==> config.mk <==
export PLATFORM = sky130hd
export DESIGN_NAME = button_press_classifier_top
export DESIGN_NICKNAME = d
export VERILOG_FILES = /design/src/hdl/bpc_pkg.sv /design/src/hdl/bpc_cfg.sv /design/src/hdl/bpc_classify.sv /design/src/hdl/button_press_classifier_top.sv
export SDC_FILE = /design/constraint.sdc
export NUM_CORES = 1
export LEC_CHECK = 0
export BUFFER_PORTS_ARGS = -buffer_cell sky130_fd_sc_hd__buf_4
export CORE_ASPECT_RATIO = 0.5
export CORE_MARGIN = 1
export CORE_UTILIZATION = 55
export DETAILED_ROUTE_END_ITERATION = 8
export PLACE_DENSITY = 0.73
export SLEW_MARGIN = 20
export SYNTH_ARGS = -nofsm -noshare
export SYNTH_HDL_FRONTEND = slang
export SYNTH_SLANG_ARGS = --single-unit
==> constraint.sdc <==
create_clock -name clk -period 5.7 [get_ports clk]
set_clock_uncertainty 0.2 [all_clocks]
set_input_delay 0.285 -clock clk [delete_from_list [all_inputs] [get_ports clk]]
set_output_delay 0.285 -clock clk [all_outputs]
set_load 0.005 [all_outputs]
==> src/hdl/bpc_pkg.sv <==
// Package for the button press classifier: payload, config and state types, codes.
// No dependencies.
`timescale 1ns / 1ps

package bpc_pkg;

  // Press event codes
  localparam logic [1:0] EV_NONE   = 2'd0;
  localparam logic [1:0] EV_SHORT  = 2'd1;
  localparam logic [1:0] EV_LONG   = 2'd2;
  localparam logic [1:0] EV_DOUBLE = 2'd3;

  // Input action codes
  localparam logic ACT_EDGE = 1'b0;
  localparam logic ACT_TICK = 1'b1;

  // Event enable mask bit positions
  localparam int unsigned MASK_SHORT  = 0;
  localparam int unsigned MASK_LONG   = 1;
  localparam int unsigned MASK_DOUBLE = 2;

  // Configuration register indexes
  localparam int unsigned CFG_INDEX_W = 3;
  localparam int unsigned CFG_DATA_W  = 16;
  localparam logic [CFG_INDEX_W-1:0] CFG_LONG_TICKS    = 3'd0;
  localparam logic [CFG_INDEX_W-1:0] CFG_DOUBLE_WINDOW = 3'd1;
  localparam logic [CFG_INDEX_W-1:0] CFG_MIN_HOLD      = 3'd2;
  localparam logic [CFG_INDEX_W-1:0] CFG_DOUBLE_MODE   = 3'd3;
  localparam logic [CFG_INDEX_W-1:0] CFG_EVENT_MASK    = 3'd4;

  // Counter limits
  localparam logic [15:0] HOLD_MAX    = 16'hFFFF;
  localparam logic [16:0] RELEASE_MAX = 17'h1FFFF;

  typedef struct packed {
    logic action;
    logic key_down;
  } item_t;

  typedef struct packed {
    logic [1:0] press_event;
    logic       scanning;
  } result_t;

  typedef struct packed {
    logic [15:0] long_ticks;
    logic [15:0] double_window_ticks;
    logic [15:0] min_hold_ticks;
    logic        double_click_mode;
    logic [2:0]  event_enable_mask;
  } cfg_t;

  typedef struct packed {
    logic        scan_active;
    logic        hold_seen;
    logic [15:0] hold_count;
    logic        release_seen;
    logic [16:0] release_count;
  } state_t;

  localparam cfg_t CFG_RESET = '{
    long_ticks:          16'd300,
    double_window_ticks: 16'd30,
    min_hold_ticks:      16'd0,
    double_click_mode:   1'b0,
    event_enable_mask:   3'd1
  };

  localparam state_t STATE_CLEAR = '{
    scan_active:   1'b0,
    hold_seen:     1'b0,
    hold_count:    16'd0,
    release_seen:  1'b0,
    release_count: 17'd0
  };

endpackage

==> src/hdl/bpc_cfg.sv <==
// Configuration registers of the button press classifier.
// Depends on bpc_pkg.
`timescale 1ns / 1ps

module bpc_cfg (
  input  logic                            clk,
  input  logic                            rst,
  input  logic                            cfg_write_en,
  input  logic [bpc_pkg::CFG_INDEX_W-1:0] cfg_index,
  input  logic [bpc_pkg::CFG_DATA_W-1:0]  cfg_data,
  output bpc_pkg::cfg_t                   cfg
);

  bpc_pkg::cfg_t cfg_next;

  // Decode the write; indexes past the list are dropped
  always_comb begin
    cfg_next = cfg;
    if (cfg_write_en) begin
      unique case (cfg_index)
        bpc_pkg::CFG_LONG_TICKS:    cfg_next.long_ticks          = cfg_data;
        bpc_pkg::CFG_DOUBLE_WINDOW: cfg_next.double_window_ticks = cfg_data;
        bpc_pkg::CFG_MIN_HOLD:      cfg_next.min_hold_ticks      = cfg_data;
        bpc_pkg::CFG_DOUBLE_MODE:   cfg_next.double_click_mode   = cfg_data[0];
        bpc_pkg::CFG_EVENT_MASK:    cfg_next.event_enable_mask   = cfg_data[2:0];
        default: ;
      endcase
    end
  end

  always_ff @(posedge clk) begin
    if (rst) begin
      cfg <= bpc_pkg::CFG_RESET;
    end else begin
      cfg <= cfg_next;
    end
  end

endmodule

==> src/hdl/bpc_classify.sv <==
// Press classification: scan state registers and the per-item next-state logic.
// Depends on bpc_pkg.
`timescale 1ns / 1ps

module bpc_classify (
  input  logic             clk,
  input  logic             rst,
  input  bpc_pkg::cfg_t    cfg,
  input  logic             advance,
  input  bpc_pkg::item_t   item,
  output bpc_pkg::result_t result
);

  bpc_pkg::state_t st;
  bpc_pkg::state_t st_next;
  logic [1:0]      ev;
  logic [15:0]     hold_inc;
  logic [16:0]     release_inc;
  logic            dbl;

  assign dbl         = cfg.double_click_mode;
  assign hold_inc    = (st.hold_count < bpc_pkg::HOLD_MAX) ? st.hold_count + 16'd1
                                                           : st.hold_count;
  assign release_inc = (st.release_count < bpc_pkg::RELEASE_MAX)
                       ? st.release_count + 17'd1 : st.release_count;

  // Next state and event for the item in the input register
  always_comb begin
    st_next = st;
    ev      = bpc_pkg::EV_NONE;
    if (item.action == bpc_pkg::ACT_EDGE) begin
      st_next.scan_active = 1'b1;
    end else if (st.scan_active) begin
      if (item.key_down) begin
        if (dbl && st.release_seen) begin
          // Second press: scan stops, hold flag is set again straight after
          st_next           = bpc_pkg::STATE_CLEAR;
          st_next.hold_seen = 1'b1;
          if (cfg.event_enable_mask[bpc_pkg::MASK_DOUBLE]) ev = bpc_pkg::EV_DOUBLE;
        end else if (!st.hold_seen) begin
          st_next.hold_seen  = 1'b1;
          st_next.hold_count = 16'd0;
        end else begin
          st_next.hold_count = hold_inc;
          if (hold_inc >= cfg.long_ticks) begin
            st_next = bpc_pkg::STATE_CLEAR;
            if (cfg.event_enable_mask[bpc_pkg::MASK_LONG]) ev = bpc_pkg::EV_LONG;
          end
        end
      end else if (st.release_seen) begin
        if (dbl) begin
          st_next.release_count = release_inc;
          if (release_inc > {1'b0, cfg.double_window_ticks}) begin
            st_next = bpc_pkg::STATE_CLEAR;
            if (cfg.event_enable_mask[bpc_pkg::MASK_SHORT]) ev = bpc_pkg::EV_SHORT;
          end
        end else begin
          st_next = bpc_pkg::STATE_CLEAR;
          if (st.hold_count > cfg.min_hold_ticks &&
              cfg.event_enable_mask[bpc_pkg::MASK_SHORT]) begin
            ev = bpc_pkg::EV_SHORT;
          end
        end
      end else begin
        // First release of this press
        st_next.release_seen  = 1'b1;
        st_next.release_count = 17'd0;
        if (dbl) st_next.hold_count = 16'd0;
      end
    end
  end

  assign result.press_event = ev;
  assign result.scanning    = st_next.scan_active;

  // State moves only when the item moves on to the result register
  always_ff @(posedge clk) begin
    if (rst) begin
      st <= bpc_pkg::STATE_CLEAR;
    end else if (advance) begin
      st <= st_next;
    end
  end

endmodule

==> src/hdl/button_press_classifier_top.sv <==
// Top level of the button press classifier: input register, result register, config.
// Depends on bpc_pkg, bpc_cfg and bpc_classify.
`timescale 1ns / 1ps

// Classifies one push button as short, long or double press.
// Item channel (item_valid / item_stall / item_data): action 0 is an edge event
// that starts the scan, action 1 a scan tick carrying the qualified key level.
// Result channel (result_valid / result_stall / result_data): one result per
// item, press_event (0 none, 1 short, 2 long, 3 double) and the scan flag.
// Each result passes the input register, then the result register, before it
// is valid. Throughput: one item per cycle while the receiver does not stall,
// set by the single pass of compare and increment logic between the two
// registers.
// The input register takes an item while a finished result still waits, so a
// stalled receiver holds back the block only once both registers are full;
// item_stall then follows result_stall combinationally.
// Configuration: cfg_write_en, cfg_index and cfg_data write one register per
// cycle; write only while no item is in flight.
// Reset (rst, synchronous) empties both registers, clears the scan state and
// loads the register defaults (long 300, window 30, min hold 0, single-click
// mode, short press enabled only).
module button_press_classifier_top (
  input  logic                            clk,
  input  logic                            rst,
  input  logic                            item_valid,
  output logic                            item_stall,
  input  bpc_pkg::item_t                  item_data,
  output logic                            result_valid,
  input  logic                            result_stall,
  output bpc_pkg::result_t                result_data,
  input  logic                            cfg_write_en,
  input  logic [bpc_pkg::CFG_INDEX_W-1:0] cfg_index,
  input  logic [bpc_pkg::CFG_DATA_W-1:0]  cfg_data
);

  bpc_pkg::cfg_t    cfg;
  bpc_pkg::item_t   s1_item;
  bpc_pkg::result_t s1_result;
  logic             s1_valid;
  logic             s1_advance;
  logic             item_take;

  bpc_cfg u_cfg (
    .clk          (clk),
    .rst          (rst),
    .cfg_write_en (cfg_write_en),
    .cfg_index    (cfg_index),
    .cfg_data     (cfg_data),
    .cfg          (cfg)
  );

  bpc_classify u_classify (
    .clk     (clk),
    .rst     (rst),
    .cfg     (cfg),
    .advance (s1_advance),
    .item    (s1_item),
    .result  (s1_result)
  );

  // Handshake: input register moves on when the result register is free
  assign s1_advance = s1_valid && (!result_valid || !result_stall);
  assign item_stall = s1_valid && !s1_advance;
  assign item_take  = item_valid && !item_stall;

  // Input register
  always_ff @(posedge clk) begin
    if (rst) begin
      s1_valid <= 1'b0;
    end else if (item_take) begin
      s1_valid <= 1'b1;
    end else if (s1_advance) begin
      s1_valid <= 1'b0;
    end
  end

  always_ff @(posedge clk) begin
    if (item_take) s1_item <= item_data;
  end

  // Result register
  always_ff @(posedge clk) begin
    if (rst) begin
      result_valid <= 1'b0;
    end else if (s1_advance) begin
      result_valid <= 1'b1;
    end else if (!result_stall) begin
      result_valid <= 1'b0;
    end
  end

  always_ff @(posedge clk) begin
    if (s1_advance) result_data <= s1_result;
  end

endmodule

==> out/results.ini <==
[run_status]
run_status = complete, no violations

[floorplan]
start_util_pct = 57.6
dieArea_um2 = 10400
dieHeight_um = 72.8
io-pin-count = 31
die_x_um = 144
num_rows = 25
coreArea_um2 = 9570

[sta]
tightest_slew_ns = 0.993
min_period_over_period_pct = 82.3
setup_ws_ns = 1.01
max_freq_mhz = 213
drv_slew = 0
finalHoldViolations = 0
min_period_ns = 4.69
relSlewSlack_pct = 33.8
rsz0062_at_grt = false
fin_tns_setup_ns = 0
setup_violations = 0

[setup_path]
path_cells = and4_4 -> nand4_4 -> or4_4 -> nand2b_2 -> o21ai_1 -> o31ai_1 -> ha_1 -> and3_1 -> a22o_1 -> o21a_1 -> a211o_1 -> a2111oi_4 -> and2_4 -> a221o_1
critical_path.max_stage_delay_ns = 0.73
start_kind = flop
crit_type = flop to flop
cp.arrival_ns = 4.78
crit_slowest_cell = a2111oi_4
critPathCaptureType = flop
ff2ff_path_depth = 14
required_ns = 5.79
crit_fanout = 12

[placement]
gp_congestion = 0.855
portBuffers = 30
place_hpwl_mm = 9.73
dp_slack_ns = 1.13

[logic_synthesis]
yosysTopAreaCellShare_pct = 32.7
syn_inst = 669
synth_edf_count = 5
ys_top_cells_by_area = dfxtp_1, ha_1, nand2_1, a21oi_1, inv_1
yosysSeqAreaShare_pct = 35.4
yosys.cell_types.count = 66
async_reset_ff_share_pct = 0
netlist_area_um2 = 5510
yosys_warnings = 0
avgSynthCellArea_um2 = 8.24
yosys.area.top_type = dfxtp_1
syn-num-nets = 745
dominantRegCellSynth = dfxtp_1
synth_seq_cells = 95

[layout]
nFillCells = 841
final_util_pct = 64.3
diodes = 0
syn_to_final_growth_pct = 11.7
final_common_cell = nand2_1
drive_gt1_share_pct = 8.76
most-common-layout-cells = nand2_1, dfxtp_1, inv_1, a21oi_1, ha_1
final_nets = 767

[routing]
vias = 4776
post-route-drc-count = 0
routed_wl_mm = 13.0
drt_iter0_drc = 374
wire_per_inst_um = 15.6
vias_per_cell = 5.75
postRouteAntennaNets = 0
dr.pass1.iters = 5

[clock_network]
cts_resized = 0
cts_max_level = 3
clockBufferDepth = 2
clkLatencyLatePin_ns = 0.35
clock_sinks = 95
cts_tree = yes
clk_pin_slew_worst_paths_ns = 0.07
holdBufCountCts = 7
root_buffer = clkbuf_16
cts_setup_buffers = 0
cts_buffers = 9

[run]
cap_violations = 0

[global_routing]
grt.overflow.total = 0
grt_max_degree = 54
grt_pass1_wl_mm = 21.2
grt_pass1_vias = 4308
grt.total_usage_pct = 26.5
antenna_found_initial = 0

[min_path]
holdPathStages = 3
min_path_type = input port to flop

[power]
vdd_drop_max_mv = 0.158
powerDensity_nw_per_um2 = 230
p_leak_nw = 2.62

[worst max-delay path: cells and delay by family (launching register included)]
kind / cells / cell delay [ns]
adders and majority gates: 1 / 0.29
and+or+nand+nor: 6 / 1.86
DFF: 1 / 0.49
AOI/OAI and AO/OA: 7 / 1.80
[final cells by class]
class | instances | area (um^2) | share of cell area, %
inverter | 62 | 233 | 3.78
clock buffer | 10 | 229 | 3.72
clock inverter | 6 | 85.1 | 1.38
sequential | 95 | 1950 | 31.7
timing repair buffer | 37 | 295 | 4.80
multi-input combinational | 486 | 3190 | 51.9
tap | 135 | 169 | 2.75
[path summary, 6_finish.rpt]
path / start / endpoint / slack [ns]
worst max register to register: u_classify.st[21] / u_classify.st[27] / 1.01
worst min-delay path: cfg_data[8] / u_cfg.cfg[44] / 0.008
worst min register to register: u_cfg.cfg[50] / u_cfg.cfg[50] / 0.25
worst max-delay path: u_classify.st[21] / u_classify.st[27] / 1.01
[routing by layer]
metal	wire (um)	vias to the layer above	track usage, %
met5	0	-	0
met2	5450	110	40.2
met4	114	0	5.56
li1	-	2407	-
met1	6670	2246	38.9
met3	730	13	5.45
[cells in the mapped netlist (3+ instances only)]
| library cell | number |
|---|---|
| a211oi_1 | 3 |
| a21o_1 | 11 |
| a21oi_1 | 62 |
| a221o_1 | 5 |
| a22o_1 | 9 |
| a31oi_1 | 5 |
| a32o_1 | 7 |
| and2_1 | 4 |
| and3_1 | 15 |
| and4_1 | 3 |
| buf_4 | 3 |
| clkbuf_1 | 18 |
| dfxtp_1 | 90 |
| edfxtp_1 | 5 |
| ha_1 | 50 |
| inv_1 | 62 |
| mux2i_1 | 5 |
| nand2_1 | 119 |
| nand2b_1 | 3 |
| nand3_1 | 25 |
| nand4_1 | 11 |
| nor2_1 | 28 |
| nor2b_1 | 5 |
| nor3_1 | 12 |
| nor4_1 | 4 |
| o211ai_1 | 10 |
| o21a_1 | 6 |
| o21ai_0 | 12 |
| o21ai_1 | 5 |
| o2bb2ai_1 | 5 |
| o31ai_1 | 4 |
| or2_2 | 3 |
| xnor2_1 | 12 |
| xor2_1 | 7 |
[kinds of logic after synthesis]
family	Yosys count	share of synthesized area [%]
buffers and inverters	88	6.72
and+or+nand+nor	250	22.1
AOI/OAI and AO/OA	160	20.0
muxes	6	1.11
DFF	95	35.4
xor gates and xnor gates	20	3.32
adders and majority gates	50	11.4
[where the power goes]
| part | internal [W] | switching (W) |
|---|---|---|
| Sequential | 0.000681 | 0.00000710 |
| Combinational | 0.0000352 | 0.0000516 |
| Clock | 0.000383 | 0.000259 |
[stage by stage]
| step | hold slack [ns] | area (um^2) | total power, W | cells |
|---|---|---|---|---|
| 2_1_floorplan | 0.184 | 5510 | 0.000750 | 669 |
| 3_3_place_gp | 0.243 | 5770 | 0.000783 | 808 |
| 6_report | 0.00797 | 6150 | 0.00142 | 831 |
| 5_1_grt | 0.0135 | 6150 | 0.00146 | 831 |
| 4_1_cts | 0.00370 | 6150 | 0.00142 | 831 |
| 3_5_place_dp | 0.248 | 5770 | 0.000784 | 808 |
[flip-flops by register name, indices dropped and copies added, names as in the netlist]
register,flops
u_cfg.cfg,52
s1_valid,1
u_classify.st,36
result_valid,1
result_data,3
s1_item,2
Power figures use the tool's default switching activity.
